## src/hdl/c2d_pkg.sv

```systemverilog
// shared constants, types and helpers for the 3x3 valid convolution stream
package c2d_pkg;

  localparam int IMG_SIZE  = 64;
  localparam int ADDR_W    = $clog2(IMG_SIZE);
  localparam int PIX_W     = 16;
  localparam int COEF_W    = 16;
  localparam int KREG_W    = 3 * COEF_W;
  localparam int PROD_W    = PIX_W + COEF_W;
  localparam int ROW_W     = PROD_W + 2;
  localparam int SUM_W     = 36;
  localparam int CFG_IDX_W = 2;

  localparam logic [CFG_IDX_W-1:0] KREG_TOP    = CFG_IDX_W'(0);
  localparam logic [CFG_IDX_W-1:0] KREG_MID    = CFG_IDX_W'(1);
  localparam logic [CFG_IDX_W-1:0] KREG_BOTTOM = CFG_IDX_W'(2);

  typedef logic signed [PIX_W-1:0] pix_t;

  // [row][col], col 2 is the newest column
  typedef logic [2:0][2:0][PIX_W-1:0] win_t;

  typedef logic [2:0][KREG_W-1:0] kern_t;

  typedef struct packed {
    logic emit;
    logic row_end;
    logic image_end;
  } tag_t;

  typedef struct packed {
    logic signed [SUM_W-1:0] conv_sum;
    logic                    row_end;
    logic                    image_end;
  } res_t;

  function automatic logic signed [COEF_W-1:0] coef(input logic [KREG_W-1:0] krow,
                                                    input int col);
    return krow[col*COEF_W +: COEF_W];
  endfunction

endpackage

```

## src/hdl/c2d_linebuf.sv

```systemverilog
// line buffer memory, raster counters and 3x3 window registers
module c2d_linebuf import c2d_pkg::*; (
  input  logic clk_i,
  input  logic rst_ni,
  input  logic en_i,
  input  logic acc_i,
  input  pix_t pixel_i,
  output win_t win_o,
  output tag_t tag_o,
  output logic valid_o
);

  logic [ADDR_W-1:0] col_q, col_d;
  logic [ADDR_W-1:0] row_q, row_d;
  logic              col_last, row_last;
  tag_t              tag_d;

  logic [2*PIX_W-1:0] mem_q [IMG_SIZE];
  logic [2*PIX_W-1:0] rd_q;

  logic              s1_valid_q;
  pix_t              s1_pixel_q;
  logic [ADDR_W-1:0] s1_addr_q;
  tag_t              s1_tag_q;

  pix_t win_q [3][2];
  pix_t col_new [3];
  logic wr_en;

  assign col_last = (col_q == ADDR_W'(IMG_SIZE - 1));
  assign row_last = (row_q == ADDR_W'(IMG_SIZE - 1));

  always_comb begin
    col_d = col_q + ADDR_W'(1);
    row_d = row_q;
    if (col_last) begin
      col_d = '0;
      row_d = row_last ? '0 : row_q + ADDR_W'(1);
    end
    tag_d.emit      = (row_q >= ADDR_W'(2)) && (col_q >= ADDR_W'(2));
    tag_d.row_end   = col_last;
    tag_d.image_end = col_last && row_last;
  end

  always_ff @(posedge clk_i or negedge rst_ni) begin
    if (!rst_ni) begin
      col_q <= '0;
      row_q <= '0;
    end else if (acc_i) begin
      col_q <= col_d;
      row_q <= row_d;
    end
  end

  // older row in the upper half, newer row in the lower half
  assign wr_en = en_i && s1_valid_q;

  always_ff @(posedge clk_i) begin
    if (acc_i) begin
      rd_q <= mem_q[col_q];
    end
    if (wr_en) begin
      mem_q[s1_addr_q] <= {rd_q[PIX_W-1:0], s1_pixel_q};
    end
  end

  always_ff @(posedge clk_i or negedge rst_ni) begin
    if (!rst_ni) begin
      s1_valid_q <= 1'b0;
    end else if (en_i) begin
      s1_valid_q <= acc_i;
    end
  end

  always_ff @(posedge clk_i) begin
    if (acc_i) begin
      s1_pixel_q <= pixel_i;
      s1_addr_q  <= col_q;
      s1_tag_q   <= tag_d;
    end
  end

  assign col_new[0] = rd_q[2*PIX_W-1:PIX_W];
  assign col_new[1] = rd_q[PIX_W-1:0];
  assign col_new[2] = s1_pixel_q;

  always_ff @(posedge clk_i or negedge rst_ni) begin
    if (!rst_ni) begin
      for (int i = 0; i < 3; i++) begin
        win_q[i][0] <= '0;
        win_q[i][1] <= '0;
      end
    end else if (wr_en) begin
      for (int i = 0; i < 3; i++) begin
        win_q[i][0] <= win_q[i][1];
        win_q[i][1] <= col_new[i];
      end
    end
  end

  always_comb begin
    for (int i = 0; i < 3; i++) begin
      win_o[i][0] = win_q[i][0];
      win_o[i][1] = win_q[i][1];
      win_o[i][2] = col_new[i];
    end
  end

  assign tag_o   = s1_tag_q;
  assign valid_o = s1_valid_q && s1_tag_q.emit;

  // write-back never hits the entry being read in the same cycle
  a_no_rw_clash: assert property (@(posedge clk_i) disable iff (!rst_ni)
    (wr_en && acc_i) |-> (s1_addr_q != col_q))
    else $error("line buffer read and write to the same column");

  // a stalled item in the read stage stays there
  a_s1_hold: assert property (@(posedge clk_i) disable iff (!rst_ni)
    (s1_valid_q && !en_i) |=> (s1_valid_q && $stable(s1_addr_q)))
    else $error("read stage item lost during stall");

endmodule

```

## config.mk

```make
export PLATFORM = sky130hd
export DESIGN_NAME = c2d_linebuf
export DESIGN_NICKNAME = d
export VERILOG_FILES = /design/src/hdl/c2d_pkg.sv /design/src/hdl/c2d_linebuf.sv
export SDC_FILE = /design/constraint.sdc
export NUM_CORES = 2
export LEC_CHECK = 0
export BUFFER_PORTS_ARGS = -buffer_cell sky130_fd_sc_hd__buf_2
export CAP_MARGIN = 10
export CELL_PAD_IN_SITES_DETAIL_PLACEMENT = 1
export CELL_PAD_IN_SITES_GLOBAL_PLACEMENT = 1
export CORE_ASPECT_RATIO = 0.9
export CORE_MARGIN = 1
export CORE_UTILIZATION = 55
export CTS_CLUSTER_SIZE = 16
export DETAILED_ROUTE_END_ITERATION = 10
export PLACE_DENSITY_LB_ADDON = 0.05
export SLEW_MARGIN = 10
export SYNTH_ARGS = -nofsm -noshare
export SYNTH_HDL_FRONTEND = slang
export SYNTH_SLANG_ARGS = --single-unit
```

## constraint.sdc

```tcl
create_clock -name clk_i -period 9.32 [get_ports clk_i]
set_input_delay 1.864 -clock clk_i [delete_from_list [all_inputs] [get_ports clk_i]]
set_output_delay 1.864 -clock clk_i [all_outputs]
set_load 0.02 [all_outputs]
```

==> run summary <==
Pwr Density: 293 mW/mm²
crit path from: rd_q[4]$_DFFE_PP_
post-CTS setup buffers: 0
Cell Count, Final, Fillers Out: 6238
Synth warnings: 0
CP Capture Type: output port
Max Slew Vio Count: 0
setup tns final: 0 ns
port bufs: 167
Die W: 414 µm
number of synthesized flops with an enable pin: 2105
max cap viols: 0
R2R cell count: 7
core area: 0.151 mm²
CTS Sinks: 2214
unrepaired setup endpoints after global routing: no
Initial Util: 55.7%
fin crit share: 52.9%
CP Data Arrival Time: 3.07 ns
Synth Area in Adders: 0.0595%
proportion of synthesized area in mux cells: 15.8%
Core Rows: 135
clock root cell: clkbuf_16
total wire length: 238 mm
flop2flop setup slack: 4.58 ns
Pleak: 0.0300 µW
CTS tree: yes
Critical R2R Launch: col_q[1]$_DFFE_PN0P_
Hold-fix buffers, CTS: 0
first-pass GRT wire length: 332 mm
Post-Synth Simple-Gate Area: 1.69%
overall routing resource usage: 31.1%
synthesized cell area: 0.0842 mm²
GPL Wtd Cong: 0.837
synthesized instance count: 3748
final hold vios: 0
die height: 373 µm
vias in the first global route: 42200
ys async rst share: 4.92%
main flop type after synthesis: edfxtp_1
first drt pass iteration count: 5
final setup fails: 0
Layout Utilization: 62.5%
clk buf depth: 3
largest family of logic cells by synthesized area: multiplexers
post-synth top area cell: edfxtp_1
Worst-Skew Late Latency: 0.86 ns
DR vias: 41800
RR Endpoint: rd_q[27]$_DFFE_PP_
Post-synth top cells: edfxtp_1 (2105), mux4_2 (486), mux2i_1 (110), dfrtp_1 (109), mux2_2 (108)
syn_area_per_cell: 22.5 µm²
H-tree depth: 4
per-cell routed wire length: 38.2 µm
Hold Path Origin: win_o[104]$_DFFE_PN0P_
worst-path fanout max: 34
CTS clk-pin slew, worst paths: 0.06 ns
Detail Route Antenna Nets: 0
FF+latch count, synth: 2214
placed instance area: 0.0880 mm²
sequential-to-total area share from yosys stat: 78.4%
final HPWL from detailed placement: 141 mm
detailed-route DRC error count: 0
I/O pin count: 168
status: completed
Hold Crit Class: flip-flop to flip-flop
worst vdd ir: 0.249 mV
vias per cell: 6.71
Nets: 4093
Detailed Route Iter0 Violations: 5656
crit path kind: flip-flop to output port
distinct cell type count after synthesis: 60
cts repair resizes: 0
most frequent cell after synthesis: edfxtp_1
layout cells sized above 1: 29.9%
Area Growth Syn to Fin: 12.4%
antenna violations before repair: 17
area of the die: 0.155 mm²
Startpoint Class: flip-flop
Post-Synth XOR/XNOR Area: 0.0416%
Setup crit end: win_o[84]
Area contributors post-synth: edfxtp_1 (75%), mux4_2 (13%), dfrtp_1 (3.2%)
Slew @ Worst Pin: 1.25 ns
total CTS buffers: 211
Slew HR: 16.3%
design area: 0.0945 mm²
placed cells: 5838
Final Skew: 0.0308 ns
CP Data Required Time: 7.46 ns
global route overflow: 0
Synth Area in Compound Gates: 2.57%
fmax: 203 MHz
Yosys top cell area share: 75.1%
Syn Nets: 3772
pin count of the biggest net entering global routing: 121
min cycle time layout: 4.93 ns
==> metal layers <==
| metal | global-route usage [%] | wire [µm] |
|---|---|---|
| met5 | 0 | 41 |
| met4 | 8.44 | 6150 |
| met3 | 7.61 | 24000 |
| met2 | 46.9 | 110000 |
| met1 | 45.9 | 98000 |
==> how the worst min path moves through the flow <==
stage	endpoint	slack, ns	cells past startpoint
global placement	row_q[4]$_DFFE_PN0P_	0.48	1
global route	win_o[8]$_DFFE_PN0P_	0.52	1
CTS	win_o[104]$_DFFE_PN0P_	0.50	1
finish	win_o[104]$_DFFE_PN0P_	0.50	1
detailed placement	win_o[63]$_DFFE_PN0P_	0.49	1
floorplan	s1_addr_q[5]$_DFFE_PP_	0.42	0
==> critical path, stage by stage, from the launching register on <==
cell and delay (ns):
edfxtp_1 1.18, buf_4 0.60, buf_2 0.29
==> per-stage QoR <==
step	hold WS, ns	worst slack, ns	power, µW
2_1_floorplan	0.423	4.61	16300
3_3_place_gp	0.477	4.16	19400
3_5_place_dp	0.490	4.14	19700
4_1_cts	0.505	4.38	27800
5_1_grt	0.518	4.31	28400
6_report	0.500	4.39	27700
==> report_power, final <==
part | switching, µW | total (µW) | internal [µW]
clock | 3710 | 8200 | 4480
combinational | 4890 | 7020 | 2120
sequential | 448 | 12500 | 12100
total | 9060 | 27700 | 18700
==> state kept, by name, summed over array words and instances, names as in the netlist <==
signal      cells
win_o          96
s1_addr_q       6
col_q           6
s1_valid_q      1
mem_q        2048
tag_o           3
rd_q           32
row_q           6
s1_pixel_q     16
==> cell families (layout without fill, tap and decap cells) <==
kind of cell    count (synthesis)  count (layout)
flops                        2214            2214
xor+xnor                        4               4
fa+ha+maj                       4               4
compound gates                307             307
mux                           704             704
other cells                     0               4
simple gates                  303             303
buf+inv                       212             712
==> placed cells by master, fill, tap and decap left out, drive strengths merged, types with 7 or more instances in the layout <==
cell	instances
a2111oi	11
a211oi	13
a21oi	48
a221o	8
a221oi	22
a22o	12
a22oi	92
a31oi	8
and2	7
and3	13
buf	310
bufinv	9
clkbuf	279
clkinv	92
dfrtp	109
edfxtp	2105
inv	18
mux2	108
mux2i	110
mux4	486
nand2	59
nand2b	10
nand3	54
nor2	103
nor2b	25
nor3	9
nor4	9
o211ai	9
o21ai	33
o22ai	29
==> layout make-up <==
| cell class | count | area (µm²) |
|---|---|---|
| Clock buffer | 279 | 5610 |
| Inverter | 10 | 37.5 |
| Fill cell | 12100 | 56600 |
| Clock inverter | 113 | 893 |
| Timing Repair Buffer | 310 | 2070 |
| Sequential cell | 2214 | 66000 |
| Multi-Input combinational cell | 1322 | 17500 |
| Tap cell | 1986 | 2480 |
| Antenna cell | 4 | 10.0 |
No activity file was read; power rests on OpenSTA's default activity.
