$ cat config.mk
export PLATFORM = sky130hd
export DESIGN_NAME = c2d_skid_flat
export DESIGN_NICKNAME = d
export VERILOG_FILES = /design/src/hdl/c2d_pkg.sv /design/src/hdl/c2d_if.sv /design/src/hdl/c2d_skid.sv /design/src/flat_wrapper.sv
export SDC_FILE = /design/constraint.sdc
export NUM_CORES = 1
export LEC_CHECK = 0
export ABC_CLOCK_PERIOD_IN_PS = 2700
export BUFFER_PORTS_ARGS = -buffer_cell sky130_fd_sc_hd__buf_2
export CAP_MARGIN = 20
export CORE_UTILIZATION = 46
export DETAILED_ROUTE_END_ITERATION = 8
export MAX_ROUTING_LAYER = met4
export PLACE_DENSITY = 0.74
export SYNTH_ARGS = -nofsm -noshare
export SYNTH_HDL_FRONTEND = slang
export SYNTH_SLANG_ARGS = --single-unit
$ cat constraint.sdc
create_clock -name clk_i -period 2.7 [get_ports clk_i]
set_clock_uncertainty 0.15 [all_clocks]
set_input_delay 0.54 -clock clk_i [delete_from_list [all_inputs] [get_ports clk_i]]
set_output_delay 0.54 -clock clk_i [all_outputs]
set_load 0.01 [all_outputs]
$ cat src/hdl/c2d_pkg.sv
// shared constants, types and helpers for the 3x3 valid convolution stream
package c2d_pkg;

  localparam int IMG_SIZE  = 64;
  localparam int ADDR_W    = $clog2(IMG_SIZE);
  localparam int PIX_W     = 16;
  localparam int COEF_W    = 16;
  localparam int KREG_W    = 3 * COEF_W;
  localparam int PROD_W    = PIX_W + COEF_W;
  localparam int ROW_W     = PROD_W + 2;
  localparam int SUM_W     = 36;
  localparam int CFG_IDX_W = 2;

  localparam logic [CFG_IDX_W-1:0] KREG_TOP    = CFG_IDX_W'(0);
  localparam logic [CFG_IDX_W-1:0] KREG_MID    = CFG_IDX_W'(1);
  localparam logic [CFG_IDX_W-1:0] KREG_BOTTOM = CFG_IDX_W'(2);

  typedef logic signed [PIX_W-1:0] pix_t;

  // [row][col], col 2 is the newest column
  typedef logic [2:0][2:0][PIX_W-1:0] win_t;

  typedef logic [2:0][KREG_W-1:0] kern_t;

  typedef struct packed {
    logic emit;
    logic row_end;
    logic image_end;
  } tag_t;

  typedef struct packed {
    logic signed [SUM_W-1:0] conv_sum;
    logic                    row_end;
    logic                    image_end;
  } res_t;

  function automatic logic signed [COEF_W-1:0] coef(input logic [KREG_W-1:0] krow,
                                                    input int col);
    return krow[col*COEF_W +: COEF_W];
  endfunction

endpackage

$ cat src/hdl/c2d_if.sv


interface c2d_res_if import c2d_pkg::*; ();
  logic                    valid;
  logic                    ready;
  logic signed [SUM_W-1:0] conv_sum;
  logic                    row_end;
  logic                    image_end;

  modport source (output valid, output conv_sum, output row_end, output image_end,
                  input ready);
  modport sink (input valid, input conv_sum, input row_end, input image_end,
                output ready);
endinterface

$ cat src/hdl/c2d_skid.sv
// output register with skid stage
module c2d_skid import c2d_pkg::*; (
  input  logic clk_i,
  input  logic rst_ni,
  input  logic push_i,
  input  res_t res_i,
  output logic full_o,
  c2d_res_if.source res_o
);

  logic out_valid_q, sk_valid_q;
  res_t out_q, sk_q;
  logic pop;

  assign pop = out_valid_q && res_o.ready;

  always_ff @(posedge clk_i or negedge rst_ni) begin
    if (!rst_ni) begin
      out_valid_q <= 1'b0;
      sk_valid_q  <= 1'b0;
    end else begin
      if (pop) begin
        if (sk_valid_q) begin
          sk_valid_q <= 1'b0;
        end else begin
          out_valid_q <= push_i;
        end
      end else if (push_i) begin
        if (out_valid_q) begin
          sk_valid_q <= 1'b1;
        end else begin
          out_valid_q <= 1'b1;
        end
      end
    end
  end

  always_ff @(posedge clk_i) begin
    if (pop) begin
      out_q <= sk_valid_q ? sk_q : res_i;
    end else if (push_i) begin
      if (out_valid_q) begin
        sk_q <= res_i;
      end else begin
        out_q <= res_i;
      end
    end
  end

  assign full_o          = sk_valid_q;
  assign res_o.valid     = out_valid_q;
  assign res_o.conv_sum  = out_q.conv_sum;
  assign res_o.row_end   = out_q.row_end;
  assign res_o.image_end = out_q.image_end;

  a_skid_behind_out: assert property (@(posedge clk_i) disable iff (!rst_ni)
    sk_valid_q |-> out_valid_q)
    else $error("skid entry without output entry");

  a_no_push_full: assert property (@(posedge clk_i) disable iff (!rst_ni)
    sk_valid_q |-> !push_i)
    else $error("item pushed into full output buffer");

endmodule

$ cat src/flat_wrapper.sv
// flat-port wrapper written by rule: the top's interface ports become plain ports
module c2d_skid_flat import c2d_pkg::*;
  (clk_i, rst_ni, push_i, res_i, full_o, res_o_valid, res_o_conv_sum, res_o_row_end, res_o_image_end, res_o_ready);
  c2d_res_if res_o_i ();
  input  logic clk_i;
  input  logic rst_ni;
  input  logic push_i;
  input  res_t res_i;
  output logic full_o;
  output wire logic [$bits(res_o_i.valid)-1:0] res_o_valid;
  output wire logic [$bits(res_o_i.conv_sum)-1:0] res_o_conv_sum;
  output wire logic [$bits(res_o_i.row_end)-1:0] res_o_row_end;
  output wire logic [$bits(res_o_i.image_end)-1:0] res_o_image_end;
  input wire logic [$bits(res_o_i.ready)-1:0] res_o_ready;
  assign res_o_valid = res_o_i.valid;
  assign res_o_conv_sum = res_o_i.conv_sum;
  assign res_o_row_end = res_o_i.row_end;
  assign res_o_image_end = res_o_i.image_end;
  assign res_o_i.ready = res_o_ready;
  c2d_skid u_core (.clk_i(clk_i), .rst_ni(rst_ni), .push_i(push_i), .res_i(res_i), .full_o(full_o), .res_o(res_o_i));
endmodule
==> results of run 1 <==
cells by family after synthesis:
| kind of cell | count (synthesis) | synth area share |
|---|---|---|
| flops | 78 | 0.797 |
| mux | 39 | 0.176 |
| simple gates | 4 | 0.00812 |
| buf+inv | 4 | 0.0133 |
| compound gates | 3 | 0.00599 |
critical path, cell delays in order, from the launching register on:
cell	delay, ns
dfrtp_1	0.47
nand2_1	0.13
nor2_4	0.46
buf_12	0.24
per-stage QoR:
stage,utilization,hold WS [ns]
2_1_floorplan,-,0.0944
3_3_place_gp,0.573,0.175
3_5_place_dp,0.573,0.176
4_1_cts,0.607,0.222
5_1_grt,0.607,0.220
6_report,0.607,0.238
state kept, by name (all words and copies together) (netlist names):
register,count
u_core.full_o,1
u_core.sk_q,38
u_core.res_o.valid,1
u_core.res_o.row_end,1
u_core.res_o.conv_sum,36
u_core.res_o.image_end,1
final timing paths:
| kind | end | cells after the start | startpoint |
|---|---|---|---|
| setup / recovery | u_core.sk_q[8] | 3 | u_core.res_o.valid |
| min in group asynchronous | u_core.res_o.valid | 2 | rst_ni |
| hold reg to reg | u_core.res_o.conv_sum[29] | 1 | u_core.sk_q[31] |
| hold / removal | u_core.sk_q[14] | 1 | res_i[14] |
| max in group asynchronous | u_core.full_o | 2 | rst_ni |
| setup reg to reg | u_core.sk_q[8] | 3 | u_core.res_o.valid |
repair_timing:
item / 4_1_cts / 5_1_grt
hold buffers: 1 / 0
endpoints found under the hold margin: 2 / 0
endpoints found under the setup margin: 0 / 0
cells in the final DEF, fill, tap and decap left out:
master         instances
clkinvlp_4             3
edfxtp_1              76
a21o_1                 1
nor2_4                 1
nand2_1                1
dfrtp_1                2
clkbuf_8               9
dlygate4sd3_1          1
mux2_4                20
buf_2                 81
nand3_2                1
clkinv_2               2
a21oi_1                2
nand2b_1               1
clkbuf_1               1
mux2_2                19
bufinv_16              1
buf_12                 3
per-layer routing:
layer  routed length, um  vias to the layer above  global-route usage
met2                2270                       49               0.232
met3                 286                        9              0.0544
li1                    -                      691                   -
met4                  74                        0              0.0684
met5                   0                        -                   -
met1                1910                      685               0.192
power breakdown:
group          total [mW]  internal (mW)  switching [mW]
clock               0.811          0.423           0.388
sequential           1.46           1.44          0.0237
combinational       0.292          0.149           0.144
total                2.57           2.01           0.555
area by class of cell:
type,instances,area (um2),share of cell area
Clock buffer,10,128,0.0349
Multi-Input combinational cell,46,563,0.154
Clock inverter,6,62.6,0.0171
Sequential cell,78,2330,0.638
Tap cell,75,93.8,0.0257
Timing Repair Buffer,85,475,0.130
==> flow_metrics.tcl, run 1 <==
set metrics [dict create \
    power_density_nw_per_um2 702 \
    place_inst 283 \
    vias 1434 \
    drcViolationCount 0 \
    postRouteAntennaNets 0 \
    cts_inserted_buffers 9 \
    clk_pin_slew_ns 0.08 \
    die_area_um2 6680 \
    gr-usage-all-layers 0.156 \
    clkLatencyLatePin_ns 0.33 \
    clock.fmax_mhz 569 \
    num_antenna_cells 0 \
    synth_edf_count 76 \
    yosys.area.top_type_share 0.780 \
    gp_congestion 0.722 \
    worstPathArrival_ns 1.65 \
    synth.ff_latch_count 78 \
    die_h_um 81.8 \
    fp.dieW_um 81.8 \
    place_area_um2 3450 \
    drv_cap 0 \
    cp-end-kind "register" \
    syn_area_um2 2930 \
    nets 262 \
    reg2reg_setup_slack_ns 0.94 \
    cts_buffer_depth 2 \
    num_rows 28 \
    layout_setup_ws_ns 0.942 \
    grt_max_degree 39 \
    final_cell_area_um2 3650 \
    gr-total-overflow 0 \
    grt_pass1_wl_um 7130 \
    synth_flop_cell "edfxtp_1" \
    synth_area_leaders "edfxtp_1, mux2_4, mux2_2" \
    antenna_found_initial 0 \
    ys_warn_count 0 \
    via_per_inst 4.78 \
    power_leakage_nw 1.47 \
    syn-instance-count 128 \
    io_pins 82 \
    setup_viol 0 \
    netlist_top_cells_count "edfxtp_1, mux2_4, mux2_2" \
    hold_path.class "input port to register" \
    grt_pass1_vias 1472 \
    wire_per_inst_um 15.1 \
    yosysMostFrequentCell "edfxtp_1" \
    rsz0062_at_grt "no" \
    drtIter0Drc 65 \
    worst_ep_required_time_ns 2.59 \
    clockRootBuffer "clkbuf_8" \
    finalMaxSlewViolations 0 \
    ir_drop_mv 0.528 \
    cp_max_fo 20 \
    finalCritPeriodShare 0.651 \
    crit_type "register to register" \
    hold_violations 0 \
    yosysTopAreaCell "edfxtp_1" \
    htree_levels 3 \
    start_kind "register" \
    cts_sinks 78 \
    core_um2 6030 \
    initial_core_util 0.486 \
    syn2layout_area_growth_pct 24.9 \
    ctsResizeCount 0 \
    finalPower_mw 2.57 \
    drt_pass1_iterations 4 \
    drive_gt1_frac 0.622 \
    synth.net_count 170 \
    worst_pin_slew_ns 0.571 \
    fin_setup_tns_ns 0 \
    cts_tree "built" \
    postSynthAreaPerCell_um2 22.9 \
    cts_setup_buffers 0 \
    timing.slew.headroom 0.619 \
    ys_seq_area_frac 0.797 \
    drt-total-wl_um 4540 \
    n_fill_cell 473 \
    ys_async_sr_fraction 0.0256 \
    period_needed_ns 1.76 \
    synth_cell_types 12 \
    port_buffers 81 \
    status "complete, no violations" \
    layout.cells.non_filler 300 \
    place_ws_ns 0.785 \
]
(Power assumes the default switching activity.)
==> run 2, diff against run 1 <==
ABC_CLOCK_PERIOD_IN_PS = 1700   (was 2700)
CORE_UTILIZATION = 51   (was 46)
PLACE_DENSITY = 0.77   (was 0.74)
clock period = 1.7 ns   (was 2.7 ns; I/O delays follow)
==> flow_metrics.tcl, run 2 (synthesized netlist as in run 1, its figures left out) <==
set metrics [dict create \
    place_ws_ns 0.142 \
    htree_levels 3 \
    ctsHoldBuffers 1 \
    final_cell_area_um2 3690 \
    drive_gt1_frac 0.622 \
    cts_setup_buffers 0 \
    rsz0062_at_grt "no" \
    syn2layout_area_growth_pct 26.2 \
    final_cell_mix "buf_2, edfxtp_1, mux2_4" \
    p_int_mw 3.20 \
    final_core_util 0.671 \
    grt_pass1_vias 1407 \
    ir_drop_mv 0.611 \
    finalCritPeriodShare 0.896 \
    vias 1439 \
    p_switching_mw 0.871 \
    place_inst 285 \
    drt-total-wl_um 4460 \
    largest_reg_flops 38 \
    fin_setup_tns_ns 0 \
    n_fill_cell 374 \
    ctsResizeCount 0 \
    gr-usage-all-layers 0.169 \
    hp-start "res_i[37]" \
    clock.fmax_mhz 657 \
    holdWs_ns 0.0385 \
    setup_viol 0 \
    rr_startpoint "u_core.full_o" \
    status "complete, no violations" \
    core_um2 5510 \
    worst_pin_slew_ns 0.171 \
    via_per_inst 4.76 \
    grt_max_degree 29 \
    num_rows 27 \
    place_area_um2 3500 \
    worstPathArrival_ns 1.03 \
    timing.slew.headroom 0.886 \
    layout_setup_ws_ns 0.178 \
    regMostFlops "u_core.sk_q" \
    die_h_um 77.8 \
    postRouteAntennaNets 0 \
    final_common_cell "buf_2" \
    clkLatencyLatePin_ns 0.34 \
    startpoint "u_core.res_o.valid" \
    drt_pass1_iterations 4 \
    power_density_nw_per_um2 1100 \
    pwr-share-seq 0.569 \
    cts_sinks 78 \
    cts_tree "built" \
    antenna_found_initial 0 \
    layout.cells.non_filler 302 \
    drtIter0Drc 76 \
    clockRootBuffer "clkbuf_8" \
    pwr-share-comb 0.119 \
    grt_pass1_wl_um 7030 \
    cp-end-kind "output pin" \
    gr-total-overflow 0 \
    power_leakage_nw 1.50 \
    period_needed_ns 1.52 \
    finalPower_mw 4.08 \
    port_buffers 81 \
    wire_per_inst_um 14.8 \
    crit_type "register to output pin" \
    switching_share 0.214 \
    nets 267 \
    finalMaxSlewViolations 0 \
    num_antenna_cells 0 \
    start_kind "register" \
    fp.dieW_um 77.8 \
    dpl.hpwl_um 3040 \
    die_area_um2 6050 \
    cts_inserted_buffers 9 \
    gp_congestion 0.636 \
    clk_pin_slew_ns 0.07 \
    drcViolationCount 0 \
    drv_cap 0 \
    cts_buffer_depth 2 \
    clockPowerShare 0.312 \
    initial_core_util 0.531 \
    hold_violations 0 \
    cp_max_fo 6 \
    worst_ep_required_time_ns 1.21 \
    io_pins 82 \
    hold_path.class "input port to register" \
]
==> run 2: cell types whose count changed in the layout (fill, tap and decap cells not counted) <==
cell,delta
buf_12,+1
buf_4,+4
clkbuf_1,+1
clkinv_1,+2
clkinv_2,-1
clkinvlp_4,-2
dfrtp_1,-1
dfrtp_2,+1
==> run 2: power groups by stage <==
stage | clock network, mW | registers [mW] | logic [mW]
6_report | 1.27 | 2.32 | 0.486
5_1_grt | 1.39 | 2.33 | 0.525
4_1_cts | 1.30 | 2.32 | 0.493
3_5_place_dp | 0 | 2.36 | 0.490
3_3_place_gp | 0 | 2.36 | 0.480
2_1_floorplan | 0 | 2.42 | 0.216
==> run 2: cell type report <==
cell class                 count  area, um2  area share
clock inverter                 5       50.0      0.0136
clock buffer                  11        131      0.0356
timing repair buffer          90        526       0.142
tap                           72       90.1      0.0244
multi-input combinational     46        563       0.152
sequential                    78       2330       0.632
==> run 2: path summary, 6_finish.rpt <==
check / to / slack [ns] / depth (start not counted)
max: res_o_valid / 0.18 / 2
min: u_core.sk_q[37] / 0.04 / 1
max reg2reg: u_core.res_o.conv_sum[3] / 0.19 / 3
min reg2reg: u_core.res_o.conv_sum[18] / 0.40 / 1
max in group asynchronous: u_core.res_o.valid / 1.13 / 2
min in group asynchronous: u_core.res_o.valid / 0.17 / 2
==> run 2: critical path: stages (launching register included) <==
cell and delay (ns):
dfrtp_2 0.41, buf_4 0.16, buf_2 0.13
==> run 2: routing by layer <==
layer / GRT usage / vias up / routed length [um]
met1: 0.234 / 669 / 2110
met3: 0.0635 / 8 / 361
met4: 0.0623 / 0 / 57
met2: 0.227 / 63 / 1930
met5: - / - / 0
li1: - / 699 / -
